**config.mk**
```make
export PLATFORM = sky130hd
export DESIGN_NAME = thbs_front
export DESIGN_NICKNAME = d
export VERILOG_FILES = /design/src/rtl/core/thbs_pkg.sv /design/src/rtl/core/thbs_front.sv
export SDC_FILE = /design/constraint.sdc
export NUM_CORES = 1
export LEC_CHECK = 0
export ABC_CLOCK_PERIOD_IN_PS = 6100
export BUFFER_PORTS_ARGS = -buffer_cell sky130_fd_sc_hd__buf_4
export CAP_MARGIN = 20
export CORE_AREA = 2 2 114 116
export DETAILED_ROUTE_END_ITERATION = 10
export DIE_AREA = 0 0 116 118
export PLACE_DENSITY = 0.65
export SYNTH_ARGS = -nofsm -noshare
export SYNTH_HDL_FRONTEND = slang
export SYNTH_SLANG_ARGS = --single-unit
```
**constraint.sdc**
```tcl
create_clock -name vclk -period 6.1
set_input_delay 0.61 -clock vclk [all_inputs]
set_output_delay 0.61 -clock vclk [all_outputs]
set_load 0.01 [all_outputs]
```
**src/rtl/core/thbs_pkg.sv**
```systemverilog
// Shared types and constants for the tiled heightmap bilinear sampler.
package thbs_pkg;

	localparam int HEIGHT_DEPTH = 65536;
	localparam int HADDR_W      = $clog2(HEIGHT_DEPTH);
	localparam int MAX_TILES    = 256;
	localparam int TILE_W       = $clog2(MAX_TILES);
	localparam int MAX_SAMPLES  = 16;
	localparam int HEIGHT_W     = 24;
	localparam int WGT_W        = 17;
	localparam logic [WGT_W-1:0] WGT_ONE = 17'd65536;
	localparam int AX_LAT       = 30;
	localparam int QDEPTH       = 4;
	localparam int QPTR_W       = $clog2(QDEPTH);

	typedef enum logic [1:0] {
		OP_WR_HEIGHT  = 2'd0,
		OP_WR_PRESENT = 2'd1,
		OP_QUERY      = 2'd2
	} op_t;

	typedef enum logic [2:0] {
		REG_ORIGIN_X  = 3'd0,
		REG_ORIGIN_Y  = 3'd1,
		REG_TILE_SIZE = 3'd2,
		REG_TILES_X   = 3'd3,
		REG_TILES_Y   = 3'd4,
		REG_SAMPLES   = 3'd5
	} reg_idx_t;

	typedef struct packed {
		op_t                        op;
		logic [15:0]                addr;
		logic signed [HEIGHT_W-1:0] value;
		logic                       present;
	} item_t;

	typedef struct packed {
		item_t              it;
		logic signed [32:0] dx;
		logic signed [32:0] dy;
	} qent_t;

	// Clamped geometry plus the products that the pipeline compares against.
	typedef struct packed {
		logic [30:0] ts;
		logic [4:0]  ntx;
		logic [4:0]  nty;
		logic [4:0]  n;
		logic [3:0]  nm1;
		logic [8:0]  nn;
		logic [35:0] limx;
		logic [35:0] limy;
		logic [34:0] limmx;
		logic [34:0] limmy;
		logic [34:0] pts;
	} geom_t;

	typedef struct packed {
		logic [3:0]       idx;
		logic             inr;
		logic [3:0]       p;
		logic [WGT_W-1:0] w;
	} axres_t;

endpackage

```
**src/rtl/core/thbs_front.sv**
```systemverilog
// Front end: accepts input transactions, decodes the kind and forms queue entries.
module thbs_front
	import thbs_pkg::*;
(
	input  logic               s_axis_tvalid,
	output logic               s_axis_tready,
	input  logic [111:0]       s_axis_tdata,
	input  logic [1:0]         s_axis_tuser,
	input  logic signed [31:0] origin_x,
	input  logic signed [31:0] origin_y,
	input  logic               q_full,
	output logic               q_push,
	output qent_t              q_ent
);

	logic signed [31:0] qx, qy;
	logic               known;

	assign s_axis_tready = !q_full;
	assign qx = $signed(s_axis_tdata[72:41]);
	assign qy = $signed(s_axis_tdata[104:73]);

	always_comb begin
		unique case (s_axis_tuser)
			OP_WR_HEIGHT, OP_WR_PRESENT, OP_QUERY: known = 1'b1;
			default:                               known = 1'b0;
		endcase
	end

	// unknown kinds are taken and dropped
	assign q_push = s_axis_tvalid && !q_full && known;

	always_comb begin
		q_ent.it.op      = op_t'(s_axis_tuser);
		q_ent.it.addr    = s_axis_tdata[15:0];
		q_ent.it.value   = $signed(s_axis_tdata[39:16]);
		q_ent.it.present = s_axis_tdata[40];
		q_ent.dx         = 33'(qx) - 33'(origin_x);
		q_ent.dy         = 33'(qy) - 33'(origin_y);
	end

endmodule

```
==> results of run 1 <==
-- kinds of logic after synthesis --
logic type                 count (synthesis)
buffers and inverters                    138
AOI/OAI and AO/OA                        199
and+or+nand+nor                          124
muxes                                      1
adders and majority gates                 66
xor gates and xnor gates                  59
-- power groups by stage --
stage	clock (mW)	combinational (mW)	sequential, mW
final	0	0.669	0
after global routing	0	0.735	0
after CTS	0	0.673	0
after detailed placement	0	0.670	0
after global placement	0	0.668	0
after floorplan	0	0.414	0
-- synth_stat cells (all sizes together) --
master,instances
nand3,10
inv,84
and4,1
mux2i,1
a2111oi,3
or3,1
o31a,1
nand4,6
nor2,31
clkbuf,6
nand2,46
or2,3
a211o,1
a31o,3
a21boi,1
xnor2,37
o21ai,34
and2,2
and2b,1
nand2b,7
nor3b,1
nor4,1
and3,4
o2111ai,3
o211ai,5
a41oi,1
o31ai,7
buf,48
a311oi,1
a21o,33
nor3,5
a221o,1
fa,2
ha,64
a21oi,73
o21bai,8
o211a,1
o41ai,2
a31oi,6
a211oi,5
o21a,7
xor2,22
nor2b,5
o22ai,3
-- metal layers --
layer | up-vias | global-route usage
li1 | 2296 | -
met1 | 1976 | 0.202
met2 | 124 | 0.299
met3 | 20 | 0.0129
met4 | 0 | 0.0201
met5 | - | 0
-- metrics by stage --
stage | instances | utilization | power, mW | area (um2)
2_1_floorplan | 587 | - | 0.414 | 3920
3_3_place_gp | 907 | 0.425 | 0.668 | 5280
3_5_place_dp | 907 | 0.425 | 0.670 | 5280
4_1_cts | 907 | 0.425 | 0.673 | 5280
5_1_grt | 907 | 0.425 | 0.735 | 5280
6_report | 907 | 0.425 | 0.669 | 5280
-- worst max-delay path, stage by stage --
cell and delay [ns]:
sky130_fd_sc_hd__buf_4 0.07, sky130_fd_sc_hd__inv_1 0.03, sky130_fd_sc_hd__ha_1 0.21, sky130_fd_sc_hd__fa_1 0.42, sky130_fd_sc_hd__nor2b_1 0.21, sky130_fd_sc_hd__o211ai_1 0.12, sky130_fd_sc_hd__a21oi_2 0.27, sky130_fd_sc_hd__o21ai_1 0.17
sky130_fd_sc_hd__a2111oi_0 0.48, sky130_fd_sc_hd__o21ai_1 0.18, sky130_fd_sc_hd__a21o_1 0.21, sky130_fd_sc_hd__a31o_1 0.21, sky130_fd_sc_hd__buf_4 0.14
-- how the worst max path moves through the flow --
stage                     start         to  slack, ns  depth (start not counted)
3_5_place_dp   s_axis_tdata[41]  q_ent[65]       2.19                         13
2_1_floorplan  s_axis_tdata[73]  q_ent[30]       2.67                         11
6_report       s_axis_tdata[41]  q_ent[65]       2.16                         13
5_1_grt        s_axis_tdata[41]  q_ent[65]       1.79                         13
4_1_cts        s_axis_tdata[41]  q_ent[65]       2.17                         13
3_3_place_gp   s_axis_tdata[41]  q_ent[65]       2.19                         13
-- area by class of cell --
cell class / instances / area [um2] / area share
inverters: 84 / 315 / 0.0598
well taps: 172 / 215 / 0.0408
multi-input cells: 449 / 3230 / 0.612
repair buffers: 202 / 1520 / 0.287
==> metrics list, run 1 <==
- The routed design has 11.5 mm of wire.
- Sw Pwr: 0.335 mW
- Placed wire-length estimate: 10.2 mm
- Hold-fix buffers, CTS: 0
- Worst hold margin: 1.22 ns
- Number of setup buffers added after CTS: 0
- Hold/Removal Path Class: in2out
- Routability congestion estimate: 0.847
- Of the total synthesized cell area, the portion taken by full adders, half adders and majority gates is 0.215.
- Peak supply drop: 56.7 uV
- Cell type contributing the most total cell area after synthesis: sky130_fd_sc_hd__ha_1
- The share of total power dissipated in sequential elements is 0.
- Antenna violations before repair: 0
* End point of the worst hold path: q_ent[106]
- Unrepaired setup endpoints after global routing: false
- Counting instances, the worst hold path has a depth of 0.
- Synthesized area: 3920 um2
- The final number of hold-violating endpoints came to 0.
* Number of instances in the synthesized netlist: 587
- The clock buffers instantiated in the layout total 0.
- Measured along the y axis, the die boundary spans 118 um.
- Of the total synthesized cell area, the portion taken by XOR and XNOR cells is 0.132.
- In this run, distinct cell masters in the synthesized netlist total 54.
- Share of synthesized area spent on multiplexers: 0.00255
- The library cell used most frequently in the layout, excluding fill and tap cells, is sky130_fd_sc_hd__buf_4.
- Area Overhead vs Synth: 34.6%
- Highest routed metal layer: met4
- After filler insertion, the fill cell instance count of the layout stands at 1386.
- Dividing the final minimum period by the clock period gives 0.646.
- Total number of sequential cells: 0
* Worst setup slack after layout: 2.16 ns
- The total count of max-transition violations in the final report came to 0.
- Vias in the first global route: 4144
- Count of antenna diodes in the layout: 0
* Leading cell types in the layout, fill and taps excluded: 202 x sky130_fd_sc_hd__buf_4, 84 x sky130_fd_sc_hd__inv_1, 70 x sky130_fd_sc_hd__a21oi_1
* Count of TritonRoute iterations in the first routing pass: 4
* Number of vias after detailed routing: 4416
- Quantity of I/O buffers inserted on ports: 202
- Post-CTS repair changed the size of 0 cells.
- Setup total negative slack on the finished layout was measured at 0 ns.
* Area contributors post-synth: sky130_fd_sc_hd__ha_1 20%, sky130_fd_sc_hd__a21oi_1 8.9%, sky130_fd_sc_hd__buf_4 8.6%, sky130_fd_sc_hd__xnor2_1 8.3%, sky130_fd_sc_hd__inv_1 8.0%
- Dividing the synthesized area by the synthesized cell count gives 6.68 um2.
* Top-level port count: 291
- The die covers 13700 um2.
- Mean number of vias per cell: 4.87
- Cell internal power was estimated by the tool at 0.335 mW.
- Measured against its own limit, the worst slew margin works out to 0.679.
- The smallest clock period supported by the final layout is computed as 3.94 ns.
- The worst setup path is launched from an input port.
* Area of the core region: 12400 um2
* Switching power share of the total: 0.500
* Met1 wire length: 4.91 mm
- In the detailed route, the total length drawn on met3 is 612 um.
- Total setup violations reported at the end of the flow: 0
* Post-synthesis share of cell area spent on and, or, nand and nor gates: 0.145
- In this run the core area contains 41 standard-cell rows.
- Across every metal layer, demand over resource in global routing totals 0.160.
- Wire length of the first global-routing pass: 18.8 mm
- Highest attainable clock frequency: 254 MHz
- Pin count of the biggest net entering global routing: 10
- Final ANT Viol Nets: 0
* Max cap viols: 0
* Result of the run: finished clean
- Top fanout value on the critical path: 5
* CP endpoint kind: output port
* Wire length per cell after detailed routing: 12.7 um
* Dominant combinational cell family by area after synthesis: compound AO/OA/AOI/OAI gates
- Yosys printed 0 warnings.
- Summed over all cells, the static leakage comes to 2.92 nW.
- Detail Route met2 WL: 5.80 mm
- Initial Util: 0.316
* Total gr overflow: 0
* Worst hold path startpoint: s_axis_tdata[15]
- Storage element area: 0 um2
- At the pin with the least slew margin, the transition time is 0.469 ns.
* Number of DRC violations after detailed-routing iteration 0: 173
- For this run, the register share of the synthesized area comes to 0.
* Relative contribution of combinational cells to total power: 1.000
- Total power density per cell area: 127 nW/um2
- Complex-gate fraction of the synthesized area: 0.330
- Measured along the x axis, the die boundary spans 116 um.
- Data arrives at the worst endpoint at 3.33 ns.
* Fraction of layout instances using a drive strength above 1: 0.291
- Of the post-synthesis cell area, the dominant cell type holds 0.204.
- The share of total power dissipated in the clock network is 0.
- Total DRC errors in the routed layout: 0
- Syn Nets: 833
- CP Data Required Time: 5.49 ns
- Pre-CTS WS: 2.19 ns
- The final layout contains 983 nets.
* Critical path start-end classification: in2out
Power figures use the tool's default switching activity.
==> run 2, diff against run 1 <==
--- a/config.mk
+++ b/config.mk
@@ -5,13 +5,14 @@
 export SDC_FILE = /design/constraint.sdc
 export NUM_CORES = 1
 export LEC_CHECK = 0
-export ABC_CLOCK_PERIOD_IN_PS = 6100
+export ABC_AREA = 1
+export ABC_CLOCK_PERIOD_IN_PS = 4100
 export BUFFER_PORTS_ARGS = -buffer_cell sky130_fd_sc_hd__buf_4
 export CAP_MARGIN = 20
 export CORE_AREA = 2 2 114 116
 export DETAILED_ROUTE_END_ITERATION = 10
 export DIE_AREA = 0 0 116 118
-export PLACE_DENSITY = 0.65
+export PLACE_DENSITY = 0.79
 export SYNTH_ARGS = -nofsm -noshare
 export SYNTH_HDL_FRONTEND = slang
 export SYNTH_SLANG_ARGS = --single-unit
==> constraint.sdc (replaced) <==
create_clock -name vclk -period 4.1
set_input_delay 0.41 -clock vclk [all_inputs]
set_output_delay 0.41 -clock vclk [all_outputs]
set_load 0.01 [all_outputs]
==> run 2 against run 1 <==
Net effect:
- synthesized cell count rose by 98%
- area after synthesis rose by 40%
- worst hold slack got worse by 0.40 ns
- total power rose by 61%
- global-route usage rose by 5.5 points
- critical endpoint is now q_ent[32]
- highest routed layer unchanged
==> metrics list, run 2 <==
* CP max-delay cell: sky130_fd_sc_hd__fa_1 (was sky130_fd_sc_hd__a2111oi_0)
- Yosys synthesis warning count: 0 (unchanged)
- Peak supply drop: 78.4 uV (was 56.7 uV)
* Transition time at the pin with the least slew margin: 0.251 ns (was 0.469 ns)
* Register share of total power: 0 (about the same)
- CP endpoint kind: output port (unchanged)
- The largest stage delay on the critical path is 0.42 ns (was 0.48 ns).
- The average cell area after synthesis is 4.74 um2 (was 6.68 um2).
* WL met3: 754 um (was 612 um)
- Sequential area share after synthesis: 0 (unchanged)
- The number of antenna diodes came to 0 (unchanged).
* Met1 wire length: 6.62 mm (was 4.91 mm)
* Pin count of the biggest net entering global routing: 8 (was 10)
- DP Area: 6900 um2 (was 5280 um2)
* Leading cell types in the layout, fill and taps excluded: 490 x sky130_fd_sc_hd__nand2_1, 317 x sky130_fd_sc_hd__inv_1, 202 x sky130_fd_sc_hd__buf_4 (was 202 x sky130_fd_sc_hd__buf_4, 84 x sky130_fd_sc_hd__inv_1, 70 x sky130_fd_sc_hd__a21oi_1)
* Final critical-path share of the clock period: 0.637
- The leakage power was 5.01 nW (was 2.92 nW).
* Antenna violations before repair: 0 (unchanged)
- The aggregate global-route resource usage came to 0.215 (was 0.160).
* Number of instances in the synthesized netlist: 1161 (was 587)
- The sequential cell count is 0 (unchanged).
* Number of vias after detailed routing: 6691 (was 4416)
- The total of buffers placed on input and output ports is 202 (unchanged).
- Cell Chain, Critical Path: buf_4 -> inv_1 -> ha_1 -> fa_1 -> inv_1 -> nand2_1 -> nand2_1 -> nand3_1 -> nand2_2 -> nand2_1 -> nand2_2 -> nand2_1 -> nand2_1 -> nand2_1 -> nand2_1 -> buf_4 (was buf_4 -> inv_1 -> ha_1 -> fa_1 -> nor2b_1 -> o211ai_1 -> a21oi_2 -> o21ai_1 -> a2111oi_0 -> o21ai_1 -> a21o_1 -> a31o_1 -> buf_4).
- Routability congestion estimate: 0.908 (was 0.847)
- End point of the worst hold path: q_ent[101] (was q_ent[106])
* Number of setup buffers added after CTS: 0 (unchanged)
* Highest attainable clock frequency: 383 MHz
- Count of cell types in the netlist: 19 (was 54)
- The total count of max-transition violations in the final report was 0 (unchanged).
- The most frequently used cell type in the post-synthesis netlist is sky130_fd_sc_hd__nand2_1 (was sky130_fd_sc_hd__inv_1).
* Post-layout util: 0.556 (was 0.425)
- Count of filler cells inserted in the layout: 1390 (was 1386)
- The area of the multi-input gates came to 3980 um2 (was 3230 um2).
- The fraction of layout instances using a drive strength above 1 is 0.171 (was 0.291).
- Total gr overflow: 0 (unchanged)
* Area Overhead vs Synth: 25.5% (was 34.6%)
- Relative contribution of combinational cells to total power: 1.000 (about the same)
- The row count is 41 (unchanged).
* Top fanout value on the critical path: 3 (was 5)
- The final number of hold-violating endpoints came to 0 (unchanged).
* Count of TritonRoute iterations in the first routing pass: 5 (was 4)
* Number of DRC violations after detailed-routing iteration 0: 323 (was 173)
* Total DRC errors in the routed layout: 0 (unchanged)
* Overall die width: 116 um (unchanged)
* Most instantiated cells after synthesis: 490 x sky130_fd_sc_hd__nand2_1, 317 x sky130_fd_sc_hd__inv_1, 83 x sky130_fd_sc_hd__nor2_1 (was 84 x sky130_fd_sc_hd__inv_1, 70 x sky130_fd_sc_hd__a21oi_1, 64 x sky130_fd_sc_hd__ha_1)
* Total setup violations reported at the end of the flow: 0 (unchanged)
- The quantity of hold-fixing buffers added after cts is 0 (unchanged).
* Area contributors post-synth: sky130_fd_sc_hd__nand2_1 33%, sky130_fd_sc_hd__inv_1 22%, sky130_fd_sc_hd__ha_1 15%, sky130_fd_sc_hd__buf_4 6.0%, sky130_fd_sc_hd__nor2_1 5.7% (was sky130_fd_sc_hd__ha_1 20%, sky130_fd_sc_hd__a21oi_1 8.9%, sky130_fd_sc_hd__buf_4 8.6%, sky130_fd_sc_hd__xnor2_1 8.3%, sky130_fd_sc_hd__inv_1 8.0%)
* Hold/Removal Path Class: in2out (unchanged)
* Power share of the clock group: 0 (about the same)
- Syn Nets: 1407 (was 833)
* Shortest clock period the worst path allows after layout: 2.61 ns
- The combined flip-flop and latch cell area was 0 um2 (unchanged).
* Mean number of vias per cell: 4.49 (was 4.87)
* Initial Util: 0.443 (was 0.316)
* Layout Nets: 1567 (was 983)
* Placed wire-length estimate: 13.7 mm (was 10.2 mm)
- Area of all placed cells without fillers: 6900 um2 (was 5280 um2)
- The required time reported for the critical path endpoint came to 3.69 ns (was 5.49 ns).
- The arrival time at the worst endpoint is 2.20 ns (was 3.33 ns).
- The number of cells upsized or downsized after cts came to 0 (unchanged).
- The worst setup path category is in2out (unchanged).
- Result of the run: finished clean (unchanged).
* Unrepaired setup endpoints after global routing: false (unchanged)
* Top-level port count: 291 (unchanged)
- Max transition margin: 0.833 (was 0.679)
- Detail Route met2 WL: 7.52 mm (was 5.80 mm)
- The switching share of power is 0.555 (was 0.500).
- The number of standard cells in the final layout excluding fillers came to 1491 (was 907).
- The power per standard cell area was 156 nW/um2 (was 127 nW/um2).
- Synthesized area: 5500 um2 (was 3920 um2)
- Final routed wirelength across all metal layers: 15.1 mm (was 11.5 mm)
- The area share of the leading cell type in the synthesized netlist was 0.334 (was 0.204).
- Placed Cells incl. Taps: 1491 (was 907)
* Int Pwr: 0.480 mW (was 0.335 mW)
- The number of global-route vias before repair was 6127 (was 4144).
- The power spent charging and discharging nets was 0.599 mW (was 0.335 mW).
* Max cap viols: 0 (unchanged)
- The number of cells on the worst hold path is 0 (unchanged).
* Cell type contributing the most total cell area after synthesis: sky130_fd_sc_hd__nand2_1 (was sky130_fd_sc_hd__ha_1)
- Total of clock buffers placed in the layout: 0 (unchanged)
* Leading cell type in the layout, fill and taps excluded: sky130_fd_sc_hd__nand2_1 (was sky130_fd_sc_hd__buf_4)
- The core region area was 12400 um2 (unchanged).
- Worst hold path startpoint: s_axis_tdata[10] (was s_axis_tdata[15])
* Wire length per cell after detailed routing: 10.1 um (was 12.7 um)
- Die Height: 118 um (unchanged)
- The first-pass GRT wire length was 25.3 mm (was 18.8 mm).
- The top layer used by detailed routing is met4 (unchanged).
* Total Die Area: 13700 um2 (unchanged)
- In this design, the critical path's most frequently occurring cell is sky130_fd_sc_hd__nand2_1.
- Final ANT Viol Nets: 0 (unchanged)
* Crit path launch type: input port (unchanged)
- Setup TNS: 0 ns (unchanged)
run 2: cell families (layout without fill, tap and decap cells):
group                      after synthesis  count (layout)  synth area share
and+or+nand+nor                        658             658             0.479
adders and majority gates               66              66             0.153
buffers and inverters                  361             519             0.276
AOI/OAI and AO/OA                       46              46            0.0443
xor gates and xnor gates                30              30            0.0478
run 2: worst max path at each step:
stage	from	endpoint	slack [ns]	cells past startpoint
global route	s_axis_tdata[73]	q_ent[32]	1.34	16
finish	s_axis_tdata[73]	q_ent[32]	1.49	16
floorplan	s_axis_tdata[41]	q_ent[61]	1.93	14
CTS	s_axis_tdata[73]	q_ent[32]	1.51	16
detailed placement	s_axis_tdata[73]	q_ent[32]	1.52	16
global placement	s_axis_tdata[73]	q_ent[24]	1.57	16
run 2: metrics by stage:
| stage | total power [mW] | setup WS, ns | hold WS [ns] |
|---|---|---|---|
| 6_report | 1.08 | 1.49 | 0.820 |
| 5_1_grt | 1.21 | 1.34 | 0.820 |
| 4_1_cts | 1.08 | 1.51 | 0.820 |
| 3_5_place_dp | 1.08 | 1.52 | 0.820 |
| 3_3_place_gp | 1.07 | 1.57 | 0.820 |
| 2_1_floorplan | 0.680 | 1.93 | 0.871 |
run 2: power groups by stage:
stage | registers [mW] | logic, mW | clock network, mW
finish | 0 | 1.08 | 0
global route | 0 | 1.21 | 0
CTS | 0 | 1.08 | 0
detailed placement | 0 | 1.08 | 0
global placement | 0 | 1.07 | 0
floorplan | 0 | 0.680 | 0
run 2: final cells by class:
class                           instances  share of cell area
Timing Repair Buffer                  202               0.220
Tap cell                              172              0.0312
Inverter                              317               0.172
Multi-Input combinational cell        800               0.577
run 2: worst max-delay path: cells and delay by family:
kind                     cells  cell delay (ns)
AND/OR/NAND/NOR             10             0.79
adder cells (fa/ha/maj)      2             0.64
buffers and inverters        4             0.36
run 2: per-layer routing:
layer | track usage | up-vias
met1 | 0.262 | 2832
met5 | 0 | -
met4 | 0.0283 | 0
met2 | 0.418 | 184
li1 | - | 3645
met3 | 0.00772 | 30
