## src/rtl/core/thbs_pkg.sv

```systemverilog
// Shared types and constants for the tiled heightmap bilinear sampler.
package thbs_pkg;

	localparam int HEIGHT_DEPTH = 65536;
	localparam int HADDR_W      = $clog2(HEIGHT_DEPTH);
	localparam int MAX_TILES    = 256;
	localparam int TILE_W       = $clog2(MAX_TILES);
	localparam int MAX_SAMPLES  = 16;
	localparam int HEIGHT_W     = 24;
	localparam int WGT_W        = 17;
	localparam logic [WGT_W-1:0] WGT_ONE = 17'd65536;
	localparam int AX_LAT       = 30;
	localparam int QDEPTH       = 4;
	localparam int QPTR_W       = $clog2(QDEPTH);

	typedef enum logic [1:0] {
		OP_WR_HEIGHT  = 2'd0,
		OP_WR_PRESENT = 2'd1,
		OP_QUERY      = 2'd2
	} op_t;

	typedef enum logic [2:0] {
		REG_ORIGIN_X  = 3'd0,
		REG_ORIGIN_Y  = 3'd1,
		REG_TILE_SIZE = 3'd2,
		REG_TILES_X   = 3'd3,
		REG_TILES_Y   = 3'd4,
		REG_SAMPLES   = 3'd5
	} reg_idx_t;

	typedef struct packed {
		op_t                        op;
		logic [15:0]                addr;
		logic signed [HEIGHT_W-1:0] value;
		logic                       present;
	} item_t;

	typedef struct packed {
		item_t              it;
		logic signed [32:0] dx;
		logic signed [32:0] dy;
	} qent_t;

	// Clamped geometry plus the products that the pipeline compares against.
	typedef struct packed {
		logic [30:0] ts;
		logic [4:0]  ntx;
		logic [4:0]  nty;
		logic [4:0]  n;
		logic [3:0]  nm1;
		logic [8:0]  nn;
		logic [35:0] limx;
		logic [35:0] limy;
		logic [34:0] limmx;
		logic [34:0] limmy;
		logic [34:0] pts;
	} geom_t;

	typedef struct packed {
		logic [3:0]       idx;
		logic             inr;
		logic [3:0]       p;
		logic [WGT_W-1:0] w;
	} axres_t;

endpackage

```

## src/rtl/core/thbs_queue.sv

```systemverilog
// Short FIFO between front end and back end.
module thbs_queue
	import thbs_pkg::*;
(
	input  logic  clk,
	input  logic  arst_n,
	input  logic  push,
	input  qent_t ent_in,
	input  logic  pop,
	output logic  full,
	output logic  valid,
	output qent_t head
);

	qent_t             ent_q [0:QDEPTH-1];
	logic [QPTR_W-1:0] wptr_q, rptr_q;
	logic [QPTR_W:0]   cnt_q;
	logic              do_push, do_pop;

	assign full    = (cnt_q == (QPTR_W+1)'(QDEPTH));
	assign valid   = (cnt_q != '0);
	assign head    = ent_q[rptr_q];
	assign do_push = push && !full;
	assign do_pop  = pop && valid;

	always_ff @(posedge clk or negedge arst_n) begin
		if (!arst_n) begin
			wptr_q <= '0;
			rptr_q <= '0;
			cnt_q  <= '0;
		end else begin
			if (do_push) wptr_q <= wptr_q + 1'b1;
			if (do_pop) rptr_q <= rptr_q + 1'b1;
			if (do_push && !do_pop) cnt_q <= cnt_q + 1'b1;
			else if (do_pop && !do_push) cnt_q <= cnt_q - 1'b1;
		end
	end

	always_ff @(posedge clk) begin
		if (do_push) begin
			ent_q[wptr_q] <= ent_in;
		end
	end

endmodule

```

## config.mk

```make
export PLATFORM = sky130hd
export DESIGN_NAME = thbs_queue
export DESIGN_NICKNAME = d
export VERILOG_FILES = /design/src/rtl/core/thbs_pkg.sv /design/src/rtl/core/thbs_queue.sv
export SDC_FILE = /design/constraint.sdc
export NUM_CORES = 1
export LEC_CHECK = 0
export ABC_AREA = 1
export BUFFER_PORTS_ARGS = -buffer_cell sky130_fd_sc_hd__buf_2
export CORE_MARGIN = 10
export CORE_UTILIZATION = 27
export DETAILED_ROUTE_END_ITERATION = 10
export PLACE_DENSITY = 0.51
export SLEW_MARGIN = 20
export SYNTH_ARGS = -nofsm -noshare
export SYNTH_HDL_FRONTEND = slang
export SYNTH_SLANG_ARGS = --single-unit
```

## constraint.sdc

```tcl
create_clock -name clk -period 8.16 [get_ports clk]
set_input_delay 0 -clock clk [delete_from_list [all_inputs] [get_ports clk]]
set_output_delay 0 -clock clk [all_outputs]
set_load 0.02 [all_outputs]
```

==> flow_metrics.env, run 1 <==
export IMPL_end_kind="output pin"
export IMPL_power_per_cell_area_mw_per_mm2=360
export IMPL_dp_cells=2358
export IMPL_cp_required_ns=8.16
export IMPL_clk_path_buf_depth=3
export IMPL_vias=10800
export IMPL_synth_top_cells_by_count="436 x edfxtp_1, 345 x nand2_1, 233 x inv_1"
export IMPL_cts_tree="done"
export IMPL_skew_ns=0.0142
export IMPL_netlist_area_leader_share_pct=73.3
export IMPL_viasPerCell=4.20
export IMPL_finalCriticalPeriod_ns=3.41
export IMPL_holdWs_ns=0.169
export IMPL_hold_viol=0
export IMPL_synth_fa_ha_area_share_pct=0.462
export IMPL_syn_nets=1451
export IMPL_ys_ff_latch=443
export IMPL_grt_max_degree=248
export IMPL_switching_power_w=0.00305
export IMPL_gp_congestion=0.683
export IMPL_fillers=6444
export IMPL_final_area_mm2=0.0222
export IMPL_cts_resized=0
export IMPL_crit_fanout=59
export IMPL_ys_types=17
export IMPL_fmax_mhz=293
export IMPL_drt_wl_total_mm=41.8
export IMPL_status="finished, final reports clean"
export IMPL_rsz0062_at_grt="false"
export IMPL_core_mm2=0.0657
export IMPL_fp_dieArea_mm2=0.0769
export IMPL_setup_violations_final=0
export IMPL_synth_most_common_cell="edfxtp_1"
export IMPL_synth_compound_area_share_pct=9.19
export IMPL_fp_dieW_um=277
export IMPL_synthTopCellsByArea="edfxtp_1 73%, o211ai_1 9.2%, nand2_1 7.2%"
export IMPL_drc=0
export IMPL_hpwlAfterDp_mm=24.1
export IMPL_first_pass_iters=4
export IMPL_tns_ns=0
export IMPL_syn_inst=1332
export IMPL_cts_sinks=443
export IMPL_ioPinCount=224
export IMPL_p_leak_nw=8.78
export IMPL_fin_crit_sh_pct=41.8
export IMPL_ir_drop_uv=197
export IMPL_h_tree_depth=2
export IMPL_max_cap_violations=0
export IMPL_clk_latency_ns=0.57
export IMPL_p_int_w=0.00496
export IMPL_ys_warn_count=0
export IMPL_synth_area_per_cell_um2=13.4
export IMPL_worst_slack_ns=4.75
export IMPL_wl_per_cell_um=16.3
export IMPL_detailedPlace_worstSlack_ns=4.96
export IMPL_slew_viol_final=0
export IMPL_postPlaceCellArea_mm2=0.0196
export IMPL_pwr_share_seq_pct=39.1
export IMPL_layoutNonFillerInstCount=2563
export IMPL_grt_usage_pct=10.6
export IMPL_die_h_um=277
export IMPL_netlist_area_mm2=0.0179
export IMPL_ys_seq_area_share_pct=74.2
export IMPL_antenna_found_initial=9
export IMPL_io_buffers=223
export IMPL_crit_type="reg2out"
export IMPL_grt_ovfl_total=0
export IMPL_cts_buffers=51
export IMPL_initial_core_util_pct=27.2
export IMPL_yosys_area_top_type="edfxtp_1"
export IMPL_tightest_slew_ns=1.07
export IMPL_synth_edff_count=436
export IMPL_path_clk_slew_ns=0.06
export IMPL_yosys_area_share_simple_pct=7.56
export IMPL_p_comb_share_pct=35.3
export IMPL_drive_gt1_share_pct=18.5
export IMPL_synth_top_family_by_area="compound AO/OA/AOI/OAI gates"
export IMPL_grt_pass1_wl_mm=64.0
export IMPL_grt_pass1_vias=10800
export IMPL_relSlewSlack_pct=28.9
export IMPL_crit_path_start_kind="register"
export IMPL_muxShareOfSynthArea_pct=0
export IMPL_clockRootBuffer="clkbuf_16"
export IMPL_rows=94
export IMPL_hp_class="in2reg"
export IMPL_postRouteAntennaNets=0
export IMPL_drt_iter0_drc=627
export IMPL_layout_nets=1780
export IMPL_clkPwrFrac_pct=25.7
export IMPL_synthXorXnorAreaFrac_pct=0.0490
export IMPL_area_growth_pct=24.5
export IMPL_sw_frac_of_total_pct=38.1
export IMPL_synthArstFlopShare_pct=1.58
export IMPL_synth_ff_type="edfxtp_1"
export IMPL_arrival_ns=3.41
[placed cells by master (no fill, tap or decap)]
master         count
buf_16             1
inv_8              2
inv_1            232
nand2_1          345
clkinv_1           6
dfrtp_1            6
fa_1               1
dfrtp_4            1
nand4_1            1
clkbuf_16         51
clkbuf_1          11
diode_2            3
clkinv_4           4
clkbuf_8           2
clkinvlp_4         2
xnor2_1            1
o211ai_1         218
dlygate4sd3_1    113
nand3_1            7
inv_6              1
buf_4              9
buf_6              1
buf_12             1
ha_1               5
inv_4              1
buf_2            223
edfxtp_1         436
clkinv_2           8
nor2_4             4
o21ai_0            1
clkinv_8           2
[power by group through the flow]
| stage | registers, W | clock network (W) | logic [W] |
|---|---|---|---|
| after floorplan | 0.00319 | 0 | 0.00204 |
| after global placement | 0.00317 | 0 | 0.00283 |
| after detailed placement | 0.00318 | 0 | 0.00286 |
| after CTS | 0.00313 | 0.00214 | 0.00292 |
| after global routing | 0.00317 | 0.00223 | 0.00315 |
| final | 0.00313 | 0.00206 | 0.00283 |
[cell type report]
cell class	instances	area [um^2]	share of cell area, %
Sequential cell	443	13300	59.7
Multi-Input combinational cell	583	3110	14.0
Timing Repair Buffer	348	2370	10.7
Clock buffer	64	1350	6.05
Tap cell	864	1080	4.86
Inverter	234	888	3.99
Clock inverter	24	165	0.742
Antenna cell	3	7.51	0.0337
[logic make-up (layout without fill, tap and decap cells)]
kind of cell | Yosys count | count (layout)
AOI/OAI and AO/OA | 219 | 219
xor gates and xnor gates | 1 | 1
adders and majority gates | 6 | 6
buffers and inverters | 306 | 670
DFF | 443 | 443
other | 0 | 3
and+or+nand+nor | 357 | 357
[metrics by stage]
stage | total power, W | util, %
final | 0.00801 | 33.8
after detailed placement | 0.00604 | 29.8
after floorplan | 0.00523 | -
after global routing | 0.00855 | 33.8
after CTS | 0.00819 | 33.8
after global placement | 0.00600 | 29.8
[state kept, by name, summed over array words and instances (netlist names)]
| register | cells |
|---|---|
| cnt_q | 3 |
| ent_q | 436 |
| rptr_q | 2 |
| wptr_q | 2 |
[worst max-delay path, stage by stage, from the launching register on]
cell and delay, ns:
dfrtp_4 0.70, inv_4 0.58, buf_4 0.76, o211ai_1 0.18, nand2_1 0.22, buf_2 0.21
[routing by layer]
metal | global-route usage [%] | wire length [um] | vias to the layer above
li1 | - | - | 5330
met1 | 13.3 | 18700 | 5135
met3 | 2.99 | 2250 | 72
met5 | 0 | 74 | -
met2 | 17.5 | 19900 | 209
met4 | 2.91 | 810 | 12
[repair_timing]
item / CTS / global route
hold endpoints to repair: 448 / 0
hold buffers: 113 / 0
buffers inserted: 0 / 0
[worst paths after layout]
| kind | from | end | slack, ns | depth (start not counted) |
|---|---|---|---|---|
| worst max-delay path | rptr_q[1] | head[92] | 4.75 | 5 |
| worst min-delay path | ent_in[75] | ent_q[3][75] | 0.17 | 2 |
| worst max register to register | cnt_q[0] | ent_q[2][50] | 5.06 | 6 |
| worst min register to register | cnt_q[2] | cnt_q[2] | 0.51 | 2 |
| max in group asynchronous | arst_n | rptr_q[1] | 7.51 | 3 |
| min in group asynchronous | arst_n | rptr_q[1] | 0.38 | 3 |
(Power assumes the default switching activity.)
==> run 2, diff against run 1 <==
--- a/config.mk
+++ b/config.mk
@@ -5,12 +5,12 @@
 export SDC_FILE = /design/constraint.sdc
 export NUM_CORES = 1
 export LEC_CHECK = 0
-export ABC_AREA = 1
+export ABC_AREA = 0
 export BUFFER_PORTS_ARGS = -buffer_cell sky130_fd_sc_hd__buf_2
 export CORE_MARGIN = 10
 export CORE_UTILIZATION = 27
 export DETAILED_ROUTE_END_ITERATION = 10
-export PLACE_DENSITY = 0.51
+export PLACE_DENSITY = 0.53
 export SLEW_MARGIN = 20
 export SYNTH_ARGS = -nofsm -noshare
 export SYNTH_HDL_FRONTEND = slang
==> constraint.sdc (replaced) <==
create_clock -name clk -period 3.1 [get_ports clk]
set_input_delay 0 -clock clk [delete_from_list [all_inputs] [get_ports clk]]
set_output_delay 0 -clock clk [all_outputs]
set_load 0.02 [all_outputs]
==> run 2 against run 1 <==
  * Clock power is 150% higher
  * Area after synthesis is 9.7% lower
  * Critical path type unchanged
  * Flip-flop and latch count is the same
  * Worst hold slack better by 0.031 ns
  * Setup slack got worse by 4.0 ns
  * Largest cell class unchanged
  * Non-clock buffer count up 29
  * Register-to-register slack worse by 4.2 ns
==> flow_metrics.env, run 2 <==
export IMPL_area_growth_pct=30.5
export IMPL_arrival_ns=2.40
export IMPL_netlist_area_leader_share_pct=81.1
export IMPL_rows=89
export IMPL_clockRootBuffer="clkbuf_16"
export IMPL_p_int_w=0.0136
export IMPL_cp_required_ns=3.10
export IMPL_finalCriticalPeriod_ns=2.40
export IMPL_cts_tree="done"
export IMPL_tns_ns=0
export IMPL_drt_iter0_drc=476
export IMPL_final_common_cell="edfxtp_1"
export IMPL_drc=0
export IMPL_crit_buf_inv=2
export IMPL_sw_frac_of_total_pct=32.0
export IMPL_ys_ff_latch=443
export IMPL_ioPinCount=224
export IMPL_synth_most_common_cell="edfxtp_1"
export IMPL_final_cell_mix="436 x edfxtp_1, 223 x buf_2, 113 x dlygate4sd3_1"
export IMPL_syn_nets=723
export IMPL_hold_depth=2
export IMPL_path_cells="buf_4, mux4_2, buf_2"
export IMPL_synthArstFlopShare_pct=1.58
export IMPL_hold_start="ent_in[44]"
export IMPL_top_layer="met5"
export IMPL_power_per_cell_area_mw_per_mm2=947
export IMPL_switching_power_w=0.00639
export IMPL_holdPathEnd="ent_q[1][44]"
export IMPL_status="finished, final reports clean"
export IMPL_ys_seq_area_share_pct=82.2
export IMPL_initial_core_util_pct=27.3
export IMPL_crit_fanout=23
export IMPL_ir_drop_uv=432
export IMPL_relSlewSlack_pct=57.7
export IMPL_clk_latency_ns=0.55
export IMPL_io_buffers=223
export IMPL_startpoint="rptr_q[0]"
export IMPL_crit_path_start_kind="register"
export IMPL_cts_buffers=47
export IMPL_fp_dieW_um=264
export IMPL_grt_pass1_wl_mm=55.6
export IMPL_first_pass_iters=4
export IMPL_antenna_found_initial=4
export IMPL_regMostFlops="ent_q"
export IMPL_path_clk_slew_ns=0.06
export IMPL_max_cap_violations=0
export IMPL_core_mm2=0.0591
export IMPL_syn_inst=604
export IMPL_clkPwrFrac_pct=25.4
export IMPL_ys_types=20
export IMPL_r2r_start="cnt_q[2]"
export IMPL_grt_usage_pct=10.3
export IMPL_fin_crit_sh_pct=77.4
export IMPL_synth_ff_type="edfxtp_1"
export IMPL_wl_met1_mm=14.9
export IMPL_path_delay_family="flip-flops"
export IMPL_fillers=5471
export IMPL_end_kind="output pin"
export IMPL_synthTopCellsByArea="edfxtp_1 81%, mux4_2 15%, dfrtp_1 1.1%"
export IMPL_synth_edff_count=436
export IMPL_hpwlAfterDp_mm=23.7
export IMPL_synth_top_cells_by_count="436 x edfxtp_1, 109 x mux4_2, 13 x buf_2"
export IMPL_pwr_share_seq_pct=42.0
export IMPL_wl_per_cell_um=20.0
export IMPL_slowest_delay_ns=0.77
export IMPL_rsz0062_at_grt="false"
export IMPL_ys_warn_count=0
export IMPL_post_cts_repair_setup_buffers=0
export IMPL_layoutNonFillerInstCount=1813
export IMPL_clk_path_buf_depth=3
export IMPL_crit_type="reg2out"
export IMPL_tightest_slew_ns=0.635
export IMPL_reg2reg_depth=4
export IMPL_gp_congestion=0.732
export IMPL_top_regs="ent_q: 436 flops, cnt_q: 3 flops"
export IMPL_synth_area_per_cell_um2=26.7
export IMPL_largest_reg_flops=436
export IMPL_drive_gt1_share_pct=42.9
export IMPL_r2r_slack_ns=0.89
export IMPL_cts_resized=0
export IMPL_postRouteAntennaNets=0
export IMPL_die_h_um=264
export IMPL_layout_nets=1124
export IMPL_skew_ns=0.00755
export IMPL_fp_dieArea_mm2=0.0699
export IMPL_grt_max_degree=40
export IMPL_dp_cells=1616
export IMPL_hold_viol=0
export IMPL_yosys_area_top_type="edfxtp_1"
export IMPL_slew_viol_final=0
export IMPL_slowest_stage="dfrtp_4"
export IMPL_grt_ovfl_total=0
export IMPL_r2r_end="ent_q[2][76]"
export IMPL_h_tree_depth=2
export IMPL_p_comb_share_pct=32.7
export IMPL_setup_violations_final=0
export IMPL_grt_pass1_vias=8808
export IMPL_power_total_w=0.0199
export IMPL_p_leak_nw=7.17
export IMPL_netlist_area_mm2=0.0161
export IMPL_fmax_mhz=417
export IMPL_viasPerCell=4.24
export IMPL_hp_class="in2reg"
export IMPL_dr_wl_met3_mm=2.24
export IMPL_cts_sinks=443
export IMPL_vias=7689
export IMPL_wl_met2_mm=18.6
export IMPL_drt_wl_total_mm=36.3
-- run 2: what timing repair did --
| action | CTS | global route |
|---|---|---|
| setup endpoints to repair | 0 | 0 |
| hold endpoints to repair | 448 | 0 |
| hold buffers | 113 | 0 |
-- run 2: logic make-up (layout without fill, tap and decap cells) --
group | Yosys count | count (layout) | synth area share (%)
flip-flops | 443 | 443 | 82.2
other | 0 | 1 | 0
adder cells (fa/ha/maj) | 6 | 6 | 0.512
XOR/XNOR | 6 | 6 | 0.326
buffers and inverters | 28 | 463 | 1.19
multiplexers | 111 | 111 | 15.4
AND/OR/NAND/NOR | 10 | 10 | 0.388
-- run 2: final cells by class --
type | instances | area [um^2] | share of cell area [%]
tap | 773 | 967 | 4.59
clock buffer | 56 | 1210 | 5.74
inverter | 3 | 11.3 | 0.0535
timing repair buffer | 377 | 2740 | 13.0
clock inverter | 27 | 169 | 0.802
multi-input combinational | 133 | 2690 | 12.7
sequential | 443 | 13300 | 63.0
antenna | 1 | 2.50 | 0.0119
-- run 2: per-layer routing --
metal | vias up | track usage, %
met3 | 54 | 3.16
met4 | 4 | 2.64
met2 | 194 | 17.6
met1 | 4013 | 12.6
met5 | - | 0
li1 | 3424 | -
-- run 2: how the worst max path moves through the flow --
| stage | depth (start not counted) | slack (ns) | end |
|---|---|---|---|
| after floorplan | 4 | 0.46 | ent_q[0][0] |
| after global placement | 4 | 0.87 | ent_q[2][93] |
| after detailed placement | 4 | 0.84 | ent_q[2][93] |
| after CTS | 3 | 0.55 | head[49] |
| after global routing | 3 | 0.52 | head[90] |
| final | 3 | 0.70 | head[2] |
-- run 2: power by group through the flow --
stage | clock (W) | sequential (W) | combinational, W
2_1_floorplan | 0 | 0.00825 | 0.00433
3_3_place_gp | 0 | 0.00850 | 0.00661
3_5_place_dp | 0 | 0.00853 | 0.00664
4_1_cts | 0.00527 | 0.00841 | 0.00677
5_1_grt | 0.00553 | 0.00849 | 0.00701
6_report | 0.00506 | 0.00837 | 0.00652
-- run 2: per-stage QoR --
step | cell area, um^2 | hold slack, ns | utilization (%) | worst slack [ns]
after floorplan | 16100 | -0.296 | - | 0.457
after global placement | 18600 | -0.146 | 31.4 | 0.865
after detailed placement | 18600 | -0.149 | 31.4 | 0.840
after CTS | 21100 | 0.147 | 35.6 | 0.553
after global routing | 21100 | 0.171 | 35.6 | 0.516
final | 21100 | 0.200 | 35.6 | 0.699
==> run 3, diff against run 2 <==
--- a/config.mk
+++ b/config.mk
@@ -5,7 +5,7 @@
 export SDC_FILE = /design/constraint.sdc
 export NUM_CORES = 1
 export LEC_CHECK = 0
-export ABC_AREA = 0
+export ABC_AREA = 1
 export BUFFER_PORTS_ARGS = -buffer_cell sky130_fd_sc_hd__buf_2
 export CORE_MARGIN = 10
 export CORE_UTILIZATION = 27
==> constraint.sdc (replaced) <==
create_clock -name clk -period 2 [get_ports clk]
set_input_delay 0 -clock clk [delete_from_list [all_inputs] [get_ports clk]]
set_output_delay 0 -clock clk [all_outputs]
set_load 0.02 [all_outputs]
==> run 3 against run 2 <==
  * The flow now finishes with violations (negative setup slack)
  * Flip-flop and latch count stayed put
  * Sequential power grew 51%
  * Utilization is 2.4 points higher
  * Global-route usage is 1.6 points higher
  * Critical endpoint is now head[108]
  * Worst hold slack got worse by 0.017 ns
  * Non-clock buffer count is 66 higher
  * Combinational power increased to 2.8 times the previous value
  * Routed wire length rose by 34%
  * Critical path depth increased by 5
  * Largest power group is now combinational cells
  * Register-to-register slack got worse by 0.75 ns
  * Critical path type unchanged
  * Setup slack got worse by 0.80 ns
  * Sequential share of layout area fell by 9.9 points
==> flow_metrics.env, run 3 (synthesis results as in run 1) <==
export IMPL_status="finished with violations"
export IMPL_violations="negative setup slack"
export IMPL_holdWs_ns=0.182
export IMPL_fp_dieArea_mm2=0.0769
export IMPL_skew_ns=0.0141
export IMPL_seqCellArea_mm2=0.0133
export IMPL_io_buffers=223
export IMPL_hold_start="ent_in[12]"
export IMPL_area_growth_pct=39.7
export IMPL_antenna_found_initial=1
export IMPL_wl_per_cell_um=18.3
export IMPL_dp_cells=2390
export IMPL_hp_class="in2reg"
export IMPL_cts_sinks=443
export IMPL_fp_dieW_um=277
export IMPL_grt_pass1_vias=12000
export IMPL_cts_tree="done"
export IMPL_rsz0062_at_grt="true"
export IMPL_r2r_slack_ns=0.14
export IMPL_clk_path_buf_depth=3
export IMPL_multi_input_comb_area_mm2=0.00324
export IMPL_final_cell_mix="436 x edfxtp_1, 317 x nand2_1, 229 x inv_1"
export IMPL_crit_type="reg2out"
export IMPL_crit_fanout=8
export IMPL_slew_viol_final=0
export IMPL_setup_violations_final=62
export IMPL_fin_crit_sh_pct=105
export IMPL_tns_ns=-2.66
export IMPL_cts_buffers=49
export IMPL_worst_slack_ns=-0.102
export IMPL_layoutNonFillerInstCount=2668
export IMPL_r2r_end="cnt_q[2]"
export IMPL_drt_wl_total_mm=48.7
export IMPL_grt_max_degree=57
export IMPL_clk_latency_ns=0.56
export IMPL_layout_nets=1881
export IMPL_holdPathEnd="ent_q[2][12]"
export IMPL_power_per_cell_area_mw_per_mm2=1590
export IMPL_reg2reg_depth=10
export IMPL_end_kind="output pin"
export IMPL_top_regs="ent_q: 436 flops, cnt_q: 3 flops"
export IMPL_final_common_cell="edfxtp_1"
export IMPL_finalCriticalPeriod_ns=2.10
export IMPL_max_cap_violations=0
export IMPL_largest_reg_flops=436
export IMPL_r2r_start="cnt_q[2]"
export IMPL_path_clk_slew_ns=0.06
export IMPL_p_leak_nw=9.99
export IMPL_fmax_mhz=476
export IMPL_final_area_mm2=0.0250
export IMPL_viasPerCell=4.31
export IMPL_grt_ovfl_total=0
export IMPL_rows=94
export IMPL_hold_viol=0
export IMPL_hold_depth=2
export IMPL_ioPinCount=224
export IMPL_h_tree_depth=2
export IMPL_vias=11500
export IMPL_postRouteAntennaNets=0
export IMPL_drt_iter0_drc=785
export IMPL_drc=0
export IMPL_gp_congestion=0.733
export IMPL_hpwlAfterDp_mm=25.5
export IMPL_relSlewSlack_pct=72.5
export IMPL_cp_required_ns=2.00
export IMPL_grt_pass1_wl_mm=71.7
export IMPL_drive_gt1_share_pct=24.9
export IMPL_core_mm2=0.0657
export IMPL_crit_path_start_kind="register"
export IMPL_power_total_w=0.0396
export IMPL_grt_usage_pct=11.9
export IMPL_tightest_slew_ns=0.412
export IMPL_arrival_ns=2.10
export IMPL_clockRootBuffer="clkbuf_16"
export IMPL_ir_drop_uv=957
export IMPL_initial_core_util_pct=27.2
export IMPL_fillers=6115
export IMPL_regMostFlops="ent_q"
export IMPL_die_h_um=277
export IMPL_first_pass_iters=6
export IMPL_postPlaceCellArea_mm2=0.0201
run 3: cell types whose count changed in the layout (fill, tap and decap cells not counted), sizes merged, moves of 3 or more:
cell / before / now
buf: 264 / 313
clkinv: 21 / 28
and2: 4 / 0
inv: 4 / 241
clkbuf: 56 / 77
nand2: 1 / 345
mux4: 109 / 0
nand3: 1 / 7
o211ai: 0 / 218
xnor2: 4 / 1
nor2: 1 / 4
run 3: routing by layer:
layer,routed length [um],global-route usage [%],part of all wire (%),vias to the layer above
li1,-,-,-,5544
met1,21100,14.8,43,5652
met2,24400,20.7,50,243
met3,2200,2.44,4.5,55
met4,1030,3.08,2.1,0
met5,0,0,0,-
run 3: repair_timing:
| item | 4_1_cts | 5_1_grt |
|---|---|---|
| hold endpoints to repair | 448 | 0 |
| buffers inserted | 17 | 21 |
| resized for setup | 183 | 110 |
| gates cloned | 27 | 17 |
| pin swaps | 42 | 66 |
| hold buffers | 113 | 0 |
| endpoints found under the setup margin | 105 | 109 |
run 3: per-stage QoR:
step                setup slack [ns]  util [%]
floorplan                     -0.729         -
global placement               0.195      30.5
detailed placement             0.123      30.5
CTS                           -0.115      36.8
global route                  -0.201      38.0
finish                        -0.102      38.0
run 3: worst max-delay path by stage:
stage / startpoint / to / cells past startpoint
final: rptr_q[0] / head[108] / 8
after global routing: rptr_q[0] / head[49] / 9
after CTS: rptr_q[0] / head[43] / 7
after detailed placement: cnt_q[1] / cnt_q[2] / 10
after global placement: cnt_q[0] / cnt_q[2] / 10
after floorplan: cnt_q[0] / ent_q[0][0] / 4
run 3: layout make-up:
class | count | share of cell area, %
Clock inverter | 30 | 0.782
Inverter | 234 | 3.60
Clock buffer | 62 | 5.28
Timing Repair inverter | 8 | 0.737
Timing Repair Buffer | 443 | 19.1
Multi-Input combinational cell | 583 | 13.0
Antenna cell | 1 | 0.0100
Tap cell | 864 | 4.33
Sequential cell | 443 | 53.2
run 3: worst max-delay path, stage by stage, from the launching register on:
cell	delay [ns]
dfrtp_4	0.46
buf_4	0.13
buf_12	0.16
inv_16	0.07
buf_12	0.13
buf_16	0.13
o211ai_1	0.17
nand2_1	0.13
buf_6	0.15
run 3: power by group:
| group | internal, W | switching [W] |
|---|---|---|
| Clock | 0.00482 | 0.00365 |
| Combinational | 0.00810 | 0.0104 |
| Sequential | 0.0122 | 0.000434 |
